--- src/rtl/core/ptbs_pkg.sv ---
// ----------------------------------------------------------------------------
// ptbs_pkg
// Shared types, codes and helpers for the peer table best-select block.
// ----------------------------------------------------------------------------
package ptbs_pkg;

    localparam int HOST_W   = 64;
    localparam int PORT_W   = 16;
    localparam int LAT_W    = 16;
    localparam int CAP_W    = 8;
    localparam int COUNT_W  = 5;
    localparam int STATUS_W = 2;

    localparam logic [CAP_W-1:0] CAP_BASE = 8'd1;
    localparam logic [CAP_W-1:0] CAP_FULL = 8'd3;

    typedef enum logic [STATUS_W-1:0] {
        ST_OK      = 2'd0,
        ST_INVALID = 2'd1,
        ST_FULL    = 2'd2
    } t_status;

    typedef enum logic [2:0] {
        S_IDLE,
        S_DECIDE,
        S_MSCAN,
        S_BSCAN,
        S_DONE
    } t_state;

    typedef struct packed {
        logic [HOST_W-1:0] host;
        logic [PORT_W-1:0] port;
        logic [LAT_W-1:0]  lat;
        logic [CAP_W-1:0]  cap;
    } t_entry;

    // controller -> datapath
    typedef struct packed {
        logic    capture;
        logic    clear_cnt;
        logic    scan_start;
        logic    scan_step;
        logic    best_en;
        logic    write_hit;
        logic    write_append;
        logic    set_status;
        t_status status;
        logic    out_load;
    } t_cmd;

    // datapath -> controller
    typedef struct packed {
        logic op_clear;
        logic item_ok;
        logic hit;
        logic scan_done;
        logic full;
    } t_sts;

    // zero every byte after the first zero byte, counting from the top
    function automatic logic [HOST_W-1:0] canon_key(input logic [HOST_W-1:0] key);
        logic [HOST_W-1:0] k;
        logic              alive;
        k     = '0;
        alive = 1'b1;
        for (int b = 7; b >= 0; b--) begin
            if (key[b*8 +: 8] == 8'h00) begin
                alive = 1'b0;
            end
            if (alive) begin
                k[b*8 +: 8] = key[b*8 +: 8];
            end
        end
        return k;
    endfunction

endpackage

--- src/rtl/core/peer_table_best_select.sv ---
// ----------------------------------------------------------------------------
// peer_table_best_select
// Peer table with add/update/clear and lowest-latency best-peer report.
// ----------------------------------------------------------------------------
// Usage:
//   A transaction is taken at a rising edge with start high and busy low.
//   op 0 adds or updates a peer, op 1 empties the table. Each transaction
//   gives one result, shown for one cycle with o_valid high: status, entry
//   count and the best entry (lowest latency, then smaller host key, then
//   smaller port), all zero with o_best_valid low when the table is empty.
//   An add runs a match scan and then a best scan, each reading one entry
//   per cycle through the registered read port of the entry RAM; a clear
//   runs neither scan, an update ends the match scan at the hit and an
//   invalid peer skips it. busy drops in the cycle o_valid is shown, so
//   the next transaction may start then.
//   The receiver cannot stall; o_valid is shown once and not held.
//   Reset (synchronous, active low) empties the table and returns to idle;
//   entry contents are not cleared, only the count.
// ----------------------------------------------------------------------------
module peer_table_best_select #(
    parameter int TABLE_DEPTH = 16
) (
    input  logic                          i_clk,
    input  logic                          i_rst_n,
    input  logic                          start,
    output logic                          busy,
    input  logic                          i_op,
    input  logic [ptbs_pkg::HOST_W-1:0]   i_host_key,
    input  logic [ptbs_pkg::PORT_W-1:0]   i_peer_port,
    input  logic [ptbs_pkg::LAT_W-1:0]    i_latency,
    input  logic [ptbs_pkg::CAP_W-1:0]    i_capability_bits,
    output logic                          o_valid,
    output logic [ptbs_pkg::STATUS_W-1:0] o_status,
    output logic [ptbs_pkg::COUNT_W-1:0]  o_entry_count,
    output logic                          o_best_valid,
    output logic [ptbs_pkg::HOST_W-1:0]   o_best_host,
    output logic [ptbs_pkg::PORT_W-1:0]   o_best_port,
    output logic [ptbs_pkg::LAT_W-1:0]    o_best_latency,
    output logic [ptbs_pkg::CAP_W-1:0]    o_best_capabilities
);

    ptbs_pkg::t_cmd w_cmd;
    ptbs_pkg::t_sts w_sts;

    ptbs_ctrl u_ctrl (
        .i_clk   (i_clk),
        .i_rst_n (i_rst_n),
        .start   (start),
        .busy    (busy),
        .o_valid (o_valid),
        .i_sts   (w_sts),
        .o_cmd   (w_cmd)
    );

    ptbs_dp #(
        .TABLE_DEPTH (TABLE_DEPTH)
    ) u_dp (
        .i_clk               (i_clk),
        .i_rst_n             (i_rst_n),
        .i_cmd               (w_cmd),
        .o_sts               (w_sts),
        .i_op                (i_op),
        .i_host_key          (i_host_key),
        .i_peer_port         (i_peer_port),
        .i_latency           (i_latency),
        .i_capability_bits   (i_capability_bits),
        .o_status            (o_status),
        .o_entry_count       (o_entry_count),
        .o_best_valid        (o_best_valid),
        .o_best_host         (o_best_host),
        .o_best_port         (o_best_port),
        .o_best_latency      (o_best_latency),
        .o_best_capabilities (o_best_capabilities)
    );

endmodule

--- src/rtl/core/ptbs_ram.sv ---
// ----------------------------------------------------------------------------
// ptbs_ram
// Generic single-write, single-read RAM with registered read data.
// ----------------------------------------------------------------------------
module ptbs_ram #(
    parameter int  WIDTH = 8,
    parameter int  DEPTH = 16,
    localparam int AW    = (DEPTH > 1) ? $clog2(DEPTH) : 1
) (
    input  logic             i_clk,
    input  logic             i_wr_en,
    input  logic [AW-1:0]    i_wr_addr,
    input  logic [WIDTH-1:0] i_wr_data,
    input  logic [AW-1:0]    i_rd_addr,
    output logic [WIDTH-1:0] o_rd_data
);

    logic [WIDTH-1:0] r_mem [DEPTH];
    logic [WIDTH-1:0] r_rd_data;

    always_ff @(posedge i_clk) begin
        if (i_wr_en) begin
            r_mem[i_wr_addr] <= i_wr_data;
        end
        r_rd_data <= r_mem[i_rd_addr];
    end

    assign o_rd_data = r_rd_data;

endmodule

--- src/rtl/core/ptbs_ctrl.sv ---
// ----------------------------------------------------------------------------
// ptbs_ctrl
// Sequencer: validate, match scan, write, best scan, report; or clear and report.
// ----------------------------------------------------------------------------
module ptbs_ctrl (
    input  logic             i_clk,
    input  logic             i_rst_n,
    input  logic             start,
    output logic             busy,
    output logic             o_valid,
    input  ptbs_pkg::t_sts   i_sts,
    output ptbs_pkg::t_cmd   o_cmd
);

    ptbs_pkg::t_state r_state;
    ptbs_pkg::t_state n_state;
    logic             r_done;

    always_ff @(posedge i_clk) begin
        if (!i_rst_n) begin
            r_state <= ptbs_pkg::S_IDLE;
            r_done  <= 1'b0;
        end else begin
            r_state <= n_state;
            r_done  <= (r_state == ptbs_pkg::S_DONE);
        end
    end

    always_comb begin
        n_state = r_state;
        o_cmd   = '0;
        o_cmd.status = ptbs_pkg::ST_OK;
        busy    = 1'b1;
        case (r_state)
            ptbs_pkg::S_IDLE: begin
                busy = 1'b0;
                if (start) begin
                    o_cmd.capture = 1'b1;
                    n_state       = ptbs_pkg::S_DECIDE;
                end
            end
            ptbs_pkg::S_DECIDE: begin
                if (i_sts.op_clear) begin
                    o_cmd.clear_cnt = 1'b1;
                    n_state         = ptbs_pkg::S_DONE;
                end else if (!i_sts.item_ok) begin
                    o_cmd.set_status = 1'b1;
                    o_cmd.status     = ptbs_pkg::ST_INVALID;
                    o_cmd.scan_start = 1'b1;
                    n_state          = ptbs_pkg::S_BSCAN;
                end else begin
                    o_cmd.scan_start = 1'b1;
                    n_state          = ptbs_pkg::S_MSCAN;
                end
            end
            ptbs_pkg::S_MSCAN: begin
                if (i_sts.hit) begin
                    o_cmd.write_hit  = 1'b1;
                    o_cmd.scan_start = 1'b1;
                    n_state          = ptbs_pkg::S_BSCAN;
                end else if (i_sts.scan_done) begin
                    // no match: append unless the table is full
                    if (i_sts.full) begin
                        o_cmd.set_status = 1'b1;
                        o_cmd.status     = ptbs_pkg::ST_FULL;
                    end else begin
                        o_cmd.write_append = 1'b1;
                    end
                    o_cmd.scan_start = 1'b1;
                    n_state          = ptbs_pkg::S_BSCAN;
                end else begin
                    o_cmd.scan_step = 1'b1;
                end
            end
            ptbs_pkg::S_BSCAN: begin
                if (i_sts.scan_done) begin
                    n_state = ptbs_pkg::S_DONE;
                end else begin
                    o_cmd.scan_step = 1'b1;
                    o_cmd.best_en   = 1'b1;
                end
            end
            ptbs_pkg::S_DONE: begin
                o_cmd.out_load = 1'b1;
                n_state        = ptbs_pkg::S_IDLE;
            end
            default: begin
                n_state = ptbs_pkg::S_IDLE;
            end
        endcase
    end

    assign o_valid = r_done;

endmodule

--- src/rtl/core/ptbs_dp.sv ---
// ----------------------------------------------------------------------------
// ptbs_dp
// Datapath: item registers, entry table, pipelined scan and best tracking.
// ----------------------------------------------------------------------------
module ptbs_dp #(
    parameter int TABLE_DEPTH = 16
) (
    input  logic                             i_clk,
    input  logic                             i_rst_n,
    input  ptbs_pkg::t_cmd                   i_cmd,
    output ptbs_pkg::t_sts                   o_sts,
    input  logic                             i_op,
    input  logic [ptbs_pkg::HOST_W-1:0]      i_host_key,
    input  logic [ptbs_pkg::PORT_W-1:0]      i_peer_port,
    input  logic [ptbs_pkg::LAT_W-1:0]       i_latency,
    input  logic [ptbs_pkg::CAP_W-1:0]       i_capability_bits,
    output logic [ptbs_pkg::STATUS_W-1:0]    o_status,
    output logic [ptbs_pkg::COUNT_W-1:0]     o_entry_count,
    output logic                             o_best_valid,
    output logic [ptbs_pkg::HOST_W-1:0]      o_best_host,
    output logic [ptbs_pkg::PORT_W-1:0]      o_best_port,
    output logic [ptbs_pkg::LAT_W-1:0]       o_best_latency,
    output logic [ptbs_pkg::CAP_W-1:0]       o_best_capabilities
);

    localparam int IW    = (TABLE_DEPTH > 1) ? $clog2(TABLE_DEPTH) : 1;
    localparam int CW    = $clog2(TABLE_DEPTH + 1);
    localparam int OCW   = ptbs_pkg::COUNT_W;
    localparam int ENT_W = $bits(ptbs_pkg::t_entry);

    // current transaction
    logic                          r_op;
    ptbs_pkg::t_entry              r_item;
    ptbs_pkg::t_status             r_status;

    logic [CW-1:0]                 r_cnt;
    logic [CW-1:0]                 r_idx;
    logic                          r_pv;
    logic [IW-1:0]                 r_pidx;
    ptbs_pkg::t_entry              r_best;
    logic                          r_best_valid;

    logic [ptbs_pkg::STATUS_W-1:0] r_o_status;
    logic [OCW-1:0]                r_o_count;
    logic                          r_o_best_valid;
    ptbs_pkg::t_entry              r_o_best;

    ptbs_pkg::t_entry              w_rd;
    logic [ENT_W-1:0]              w_rd_raw;
    logic                          w_issue;
    logic                          w_beats;
    logic                          w_wr_en;
    logic [IW-1:0]                 w_wr_addr;

    assign w_issue   = i_cmd.scan_step && (r_idx != r_cnt);
    assign w_wr_en   = i_cmd.write_hit || i_cmd.write_append;
    assign w_wr_addr = i_cmd.write_hit ? r_pidx : r_cnt[IW-1:0];

    ptbs_ram #(
        .WIDTH (ENT_W),
        .DEPTH (TABLE_DEPTH)
    ) u_ram (
        .i_clk     (i_clk),
        .i_wr_en   (w_wr_en),
        .i_wr_addr (w_wr_addr),
        .i_wr_data (r_item),
        .i_rd_addr (r_idx[IW-1:0]),
        .o_rd_data (w_rd_raw)
    );

    assign w_rd = w_rd_raw;

    // lowest latency, then smaller host key, then smaller port
    always_comb begin
        if (w_rd.lat != r_best.lat) begin
            w_beats = w_rd.lat < r_best.lat;
        end else if (w_rd.host != r_best.host) begin
            w_beats = w_rd.host < r_best.host;
        end else begin
            w_beats = w_rd.port < r_best.port;
        end
    end

    always_comb begin
        o_sts.op_clear  = r_op;
        o_sts.item_ok   = (r_item.host[ptbs_pkg::HOST_W-1 -: 8] != 8'h00) &&
                          (r_item.port != '0) &&
                          ((r_item.cap == ptbs_pkg::CAP_BASE) ||
                           (r_item.cap == ptbs_pkg::CAP_FULL));
        o_sts.hit       = r_pv && (w_rd.host == r_item.host) &&
                          (w_rd.port == r_item.port);
        o_sts.scan_done = !r_pv && (r_idx == r_cnt);
        o_sts.full      = (r_cnt == CW'(TABLE_DEPTH));
    end

    // payload registers
    always_ff @(posedge i_clk) begin
        if (i_cmd.capture) begin
            r_op        <= i_op;
            r_item.host <= ptbs_pkg::canon_key(i_host_key);
            r_item.port <= i_peer_port;
            r_item.lat  <= i_latency;
            r_item.cap  <= i_capability_bits;
        end
        if (w_issue) begin
            r_pidx <= r_idx[IW-1:0];
        end
        if (i_cmd.capture) begin
            r_best <= '0;
        end else if (i_cmd.best_en && r_pv && (!r_best_valid || w_beats)) begin
            r_best <= w_rd;
        end
        if (i_cmd.out_load) begin
            r_o_status     <= r_status;
            r_o_count      <= OCW'(r_cnt);
            r_o_best_valid <= r_best_valid;
            r_o_best       <= r_best;
        end
    end

    // control registers
    always_ff @(posedge i_clk) begin
        if (!i_rst_n) begin
            r_status     <= ptbs_pkg::ST_OK;
            r_cnt        <= '0;
            r_idx        <= '0;
            r_pv         <= 1'b0;
            r_best_valid <= 1'b0;
        end else begin
            if (i_cmd.capture) begin
                r_status <= ptbs_pkg::ST_OK;
            end else if (i_cmd.set_status) begin
                r_status <= i_cmd.status;
            end

            if (i_cmd.clear_cnt) begin
                r_cnt <= '0;
            end else if (i_cmd.write_append) begin
                r_cnt <= r_cnt + CW'(1);
            end

            if (i_cmd.scan_start) begin
                r_idx <= '0;
                r_pv  <= 1'b0;
            end else if (i_cmd.scan_step) begin
                r_pv <= w_issue;
                if (w_issue) begin
                    r_idx <= r_idx + CW'(1);
                end
            end

            if (i_cmd.capture) begin
                r_best_valid <= 1'b0;
            end else if (i_cmd.best_en && r_pv) begin
                r_best_valid <= 1'b1;
            end
        end
    end

    assign o_status            = r_o_status;
    assign o_entry_count       = r_o_count;
    assign o_best_valid        = r_o_best_valid;
    assign o_best_host         = r_o_best.host;
    assign o_best_port         = r_o_best.port;
    assign o_best_latency      = r_o_best.lat;
    assign o_best_capabilities = r_o_best.cap;

endmodule

--- config.mk ---
export PLATFORM = sky130hd
export DESIGN_NAME = peer_table_best_select
export DESIGN_NICKNAME = d
export VERILOG_FILES = /design/src/rtl/core/ptbs_pkg.sv /design/src/rtl/core/peer_table_best_select.sv /design/src/rtl/core/ptbs_ram.sv /design/src/rtl/core/ptbs_ctrl.sv /design/src/rtl/core/ptbs_dp.sv
export SDC_FILE = /design/constraint.sdc
export NUM_CORES = 2
export LEC_CHECK = 0
export BUFFER_PORTS_ARGS = -buffer_cell sky130_fd_sc_hd__buf_2
export CELL_PAD_IN_SITES_DETAIL_PLACEMENT = 0
export CELL_PAD_IN_SITES_GLOBAL_PLACEMENT = 1
export CORE_AREA = 2 2 470 472
export DETAILED_ROUTE_END_ITERATION = 7
export DIE_AREA = 0 0 472 474
export PLACE_DENSITY_LB_ADDON = 0.1
export SYNTH_ARGS = -nofsm -noshare
export SYNTH_HDL_FRONTEND = slang
export SYNTH_SLANG_ARGS = --single-unit
--- constraint.sdc ---
create_clock -name i_clk -period 10.8 [get_ports i_clk]
set_input_delay 1.08 -clock i_clk [delete_from_list [all_inputs] [get_ports i_clk]]
set_output_delay 1.08 -clock i_clk [all_outputs]
set_load 0.01 [all_outputs]
; ---- Word-level counts from Yosys, hierarchy flattened
; Memory sizes are Yosys's and may differ from the RTL's. A register that Yosys moved wholly into a read port is not among the register bits.
; Cells that the tools add are included.
; W data, S select, Z words.
[totals]
elab_cells = 135
input_bits = 108
mem_bits_rw = 1664
mem_count = 1
out_inout_bits = 114
regBits = 343
[op_classes]
n_lt_le_gt_ge = 3
reduce_logical = 29
bitwise = 1
n_eq_ne = 16
mux = 52
addsub = 2
[memory_table]
columns = memory, depth, width, rd, rd_ports_with_merged_regs, write_ports, line_no
row1 = u_dp.u_ram.r_mem, 16, 104, 1, 1, 1, ptbs_ram.sv:18  ; logic [WIDTH-1:0] r_mem [DEPTH];
[op_table]
columns = op, count
row1 = $eq A64 B64 Y1, 1
row2 = $logic_not A8 Y1, 8
row3 = $lt A64 B64 Y1, 1
row4 = $ne A64 B64 Y1, 1
row5 = $mux W1, 35
row6 = $lt A16 B16 Y1, 2
row7 = $mux W3, 8
row8 = $eq A16 B16 Y1, 1
row9 = $ne A16 B16 Y1, 1
row10 = $reduce_bool A16 Y1, 1
row11 = $mux W4, 3
row12 = $pmux W3 S4, 1
row13 = $add A5 B1 Y5 const B, 2
row14 = $eq A8 B1 Y1 const B, 1
row15 = $eq A8 B2 Y1 const B, 1
row16 = $logic_and A1 B1 Y1, 8
row17 = $reduce_bool A8 Y1, 1
row18 = $eq A3 B2 Y1 const B, 2
row19 = $pmux W3 S2, 1
row20 = $reduce_or A2 Y1, 3
row21 = $eq A5 B5 Y1, 1
row22 = $eq A5 B5 Y1 const B, 1
row23 = $ne A5 B5 Y1, 1
row24 = $mux W2, 2
row25 = other kinds (12), 16

; ---- Depth between registers and ports, before layout
[depth]
ltp_word = 17
depth_mapped = 12

; ---- Hierarchy
; Synthesis repeated with hierarchy kept, for this count alone.
[hier_totals]
hier_cells = 4021
hier_area_um2 = 80469.7
[modules_own_cells]
columns = mod, area_each_um2, cells_per_inst, instances
row1 = ptbs_ram, 64250.4, 2662, 1
row2 = ptbs_dp, 15900.2, 1323, 1
row3 = ptbs_ctrl, 319.1, 36, 1

; ---- Worst setup path before layout
; Ideal clock, no wire load.
[synth_timing]
kind = flip-flop to flip-flop
start = register u_ctrl.r_state[0]
end = register u_dp.r_o_best (netlist bit u_dp.o_best_capabilities[0]) (enable)
setup_ns = 0.745
path_slack_ns = 1.466
stages_incl_launch_ff = 3
required_ns = 10.055
arrival_time_ns = 8.589
cell_sequence = dfxtp_1 > buf_2 > nor3b_1
[synth_lines]
columns = element, line_no
row1 = start: declaration, ptbs_ctrl.sv:15  ; ptbs_pkg::t_state r_state;
row2 = start signal: assignment, ptbs_ctrl.sv:21  ; r_state <= ptbs_pkg::S_IDLE;
row3 = start signal: assignment, ptbs_ctrl.sv:24  ; r_state <= n_state;
row4 = end signal: assignment, ptbs_dp.sv:117  ; r_o_best <= r_best;
row5 = end: declaration, ptbs_dp.sv:46  ; ptbs_pkg::t_entry r_o_best;

; ---- Final worst setup path
[layout_timing]
start = register u_dp.r_item[81] (netlist name)
end = memory u_dp.u_ram.r_mem[2][60] (netlist name) (enable)
[layout_between]
elab_chain_cells = 8
word_cells_on_any_way = 10
cone_classes = eq/ne: 1 / mux: 6 / reduce/logical: 3
[layout_rtl]
columns = element, line_no
row1 = start: declaration, ptbs_dp.sv:33  ; ptbs_pkg::t_entry r_item;
row2 = $eq A64 B64 Y1 *, ptbs_dp.sv:90  ; o_sts.hit = r_pv && (w_rd.host == r_item.host) &&
row3 = $logic_and A1 B1 Y1 * (2 in a row), ptbs_dp.sv:90
row4 = $mux W1 / $mux W4 (equally long branches), ptbs_ctrl.sv:57  ; if (i_sts.hit) begin
row5 = $mux W2 *, ptbs_ctrl.sv:34  ; case (r_state)
row6 = $logic_or A1 B1 Y1, ptbs_dp.sv:56  ; assign w_wr_en = i_cmd.write_hit || i_cmd.write_append;
row7 = $mux W1, ptbs_ram.sv:22  ; if (i_wr_en) begin
row8 = $mux W1 (implied by the code), ptbs_ram.sv:23  ; r_mem[i_wr_addr] <= i_wr_data;
row9 = end: declaration, ptbs_ram.sv:18
; Mark *: on every way between the ends. The rest lies on a longest branch, timed or not.

==> metrics.txt <==
switching share of power 21.3%; CTS max path bufs 3; DR vias/cell 5.42; clock power share 44.7%; critical path class reg -> reg; TritonRoute pass-1 iters 5; top_reg_cell synth edfxtp_1; sequential power share 53.3%; crit-path max FO 28; Core Util, Final 42.4%; Initial Util 36.8%; Syn Nets 4,102; grt ovf 0; htree depth 4; Die ar. 224,000 um^2; CTS resizes 0; placer congestion estimate 0.818; Pwr Density 187 nW/um^2; CTS buffer count 220; worst min path class in -> reg; GRT busiest layer met2; synth unique cells 69; Synth area leaders edfxtp_1, mux4_2, dfxtp_1; leakage power 28.6 nW; final hold violations 0; Initial DRC Count 3,730; Routed Antenna Nets 0; setup_tns 0 ns; fillers 19,182; Worst-path clk slew 0.06 ns; Comb power frac 2.0%; Synth top area share 70.4%; Area Overhead vs Synth 15.4%; fmax 159 MHz; Max Clock Skew 0.0596 ns; Power, Total 17.3 mW; RSZ-0062 raised after global routing no; IO Port Bufs 221; core box area 219,000 um^2; worst-case reg-to-reg path depth 9; # IOs 222; crit path DAT 6.76 ns; Int Power 13.6 mW; startpoint types flop; number of global-route vias before repair 41,077; Max Slew Vio Count 0; Rows 172; Clock Tree Root clkbuf_16; clock latency on the worst-skew pair 0.88 ns; ys async rst share 0%; largest net degree at the start of global routing 130; area taken by multi-input logic gates 18,200 um^2; Crit path required time 11.28 ns; first-pass GRT wire length 325 mm; met3 usage 2.56%; CTS tree yes; period utilization 58.2%; final wirelength 231 mm; Crit. End Element flop; Tmin final 6.28 ns; #FFs+latches synth 2,111; Sink Count 2,111; quantity of hold-fixing buffers added after cts 0; Gate Count Post-Synth 3,896; synthesized cell area 80,400 um^2; drt drc 0; post-CTS setup buffers 0; die width 472 um; outcome finished, final reports clean; met1 global-route usage 29.3%; detailed-placement wirelength estimate 135 mm; NetSw 3.68 mW; antenna violations before repair 22; relative slew slack 16.6%; Yosys warnings 0; GR Util met2 34.2%; DR WL/cell 31.6 um; Vias 39,623; # nets final 4,451; max-cap viol count 0; most common library cell in the layout ignoring fill and taps edfxtp_1; commonest non-fill, non-tap cells in the layout edfxtp_1, mux4_2, dfxtp_1, clkbuf_16, buf_2; Total GRT Usage 20.7%; ratio of cells with drive above 1 in the final layout 27.3%; Setup-failing EPs final 0; part of the Yosys area used for sequential elements 76.0%; Least-Margin Pin Slew 1.24 ns; DIE HEIGHT 474 um; Post-synth EDFFs 1,885; mean post-synth cell area 20.6 um^2; largest area contributor in the netlist edfxtp_1; peak supply drop 0.170 mV; hold depth 1; area occupied by registers 61,100 um^2
[worst max-delay path, cell delays in order (launching register included)]
cell and delay, ns:
edfxtp_1 0.65, xnor2_1 0.81, nand4_1 0.20, nor4_1 0.39
nand3_1 0.20, nor4_1 1.02, a31oi_1 0.55, nor2_4 0.80
buf_4 0.54, buf_4 0.63
[cell usage after synthesis (4+ instances only)]
| cell type | number |
|---|---|
| inv_1 | 117 |
| buf_4 | 4 |
| and3_1 | 20 |
| o211ai_1 | 4 |
| clkbuf_2 | 8 |
| nand2_1 | 44 |
| a21oi_1 | 137 |
| or3_1 | 5 |
| mux4_2 | 520 |
| and4_1 | 6 |
| nand2b_1 | 77 |
| a21o_1 | 8 |
| mux2i_1 | 12 |
| nand3_1 | 117 |
| buf_1 | 35 |
| dfxtp_1 | 226 |
| clkbuf_1 | 114 |
| edfxtp_1 | 1885 |
| nor2_1 | 39 |
| and2_1 | 43 |
| nor3_1 | 9 |
| xor2_1 | 4 |
| nand4_1 | 64 |
| xnor2_1 | 47 |
| a211oi_1 | 4 |
| o21ai_1 | 10 |
| o2111ai_1 | 7 |
| nor2b_1 | 4 |
| o21ai_0 | 104 |
| ha_1 | 98 |
| or4_1 | 5 |
| buf_2 | 24 |
| o21a_1 | 4 |
| nor4_1 | 37 |
[registers in the layout, indices dropped and copies added, names as in the netlist, 4 cells and up]
name and flops:
u_dp.o_best_capabilities 8, u_dp.o_best_host 64, u_dp.o_best_latency 16, u_dp.o_best_port 16
u_dp.o_entry_count 5, u_dp.r_best 104, u_dp.r_cnt 5, u_dp.r_idx 5
u_dp.r_item 104, u_dp.r_pidx 4, u_dp.u_ram.o_rd_data 104, u_dp.u_ram.r_mem 1664
[cell type report]
class,instances,area share [%]
multi-input cells,1480,19.6
inverters,118,0.486
well taps,2871,3.87
repair buffers,314,2.08
clock inverters,139,1.65
flip-flops and latches,2111,65.9
clock buffers,278,6.34
diodes,2,0.00540
[metrics by stage]
step           hold slack [ns]  setup slack (ns)  area (um^2)  cells
4_1_cts                  0.297              4.39        92700   7311
3_3_place_gp             0.417              4.38        85300   6894
3_5_place_dp             0.418              4.46        85300   6894
6_report                 0.378              4.52        92700   7313
5_1_grt                  0.324              4.28        92700   7312
2_1_floorplan            0.406              1.47        80400   3896
[kinds of logic (layout without fill, tap and decap cells)]
kind of cell	Yosys count	count (layout)	share of synthesized area, %
adders and majority gates	98	98	1.53
DFF	2111	2111	76.0
other	0	2	0
AOI/OAI and AO/OA	313	313	2.24
and+or+nand+nor	485	485	3.39
xor gates and xnor gates	51	51	0.556
buffers and inverters	305	849	1.51
muxes	533	533	14.7
[worst paths after layout]
check,start,endpoint,slack (ns)
setup reg to reg,u_dp.r_item[81]$_SDFFCE_PN0P_,u_dp.u_ram.r_mem[2][60]$_DFFE_PP_,4.52
setup / recovery,u_dp.r_item[81]$_SDFFCE_PN0P_,u_dp.u_ram.r_mem[2][60]$_DFFE_PP_,4.52
hold reg to reg,u_dp.r_best[1]$_SDFFE_PP0P_,u_dp.o_best_capabilities[1]$_DFFE_PP_,0.43
hold / removal,i_latency[10],u_dp.r_item[18]$_DFFE_PP_,0.38
[metal layers]
layer  share of wire (%)  vias to the layer above
li1                    -                    16746
met1                  45                    21629
met2                  49                     1002
met3                 4.1                      246
met4                 2.0                        0
met5                   0                        -
[power by group through the flow]
stage	registers [mW]	clock network, mW	logic, mW
after floorplan	9.33	0	0.152
after global placement	9.39	0	0.359
after detailed placement	9.40	0	0.356
after CTS	9.22	7.92	0.358
after global routing	9.24	8.22	0.375
final	9.22	7.73	0.349
(Power assumes the default switching activity.)
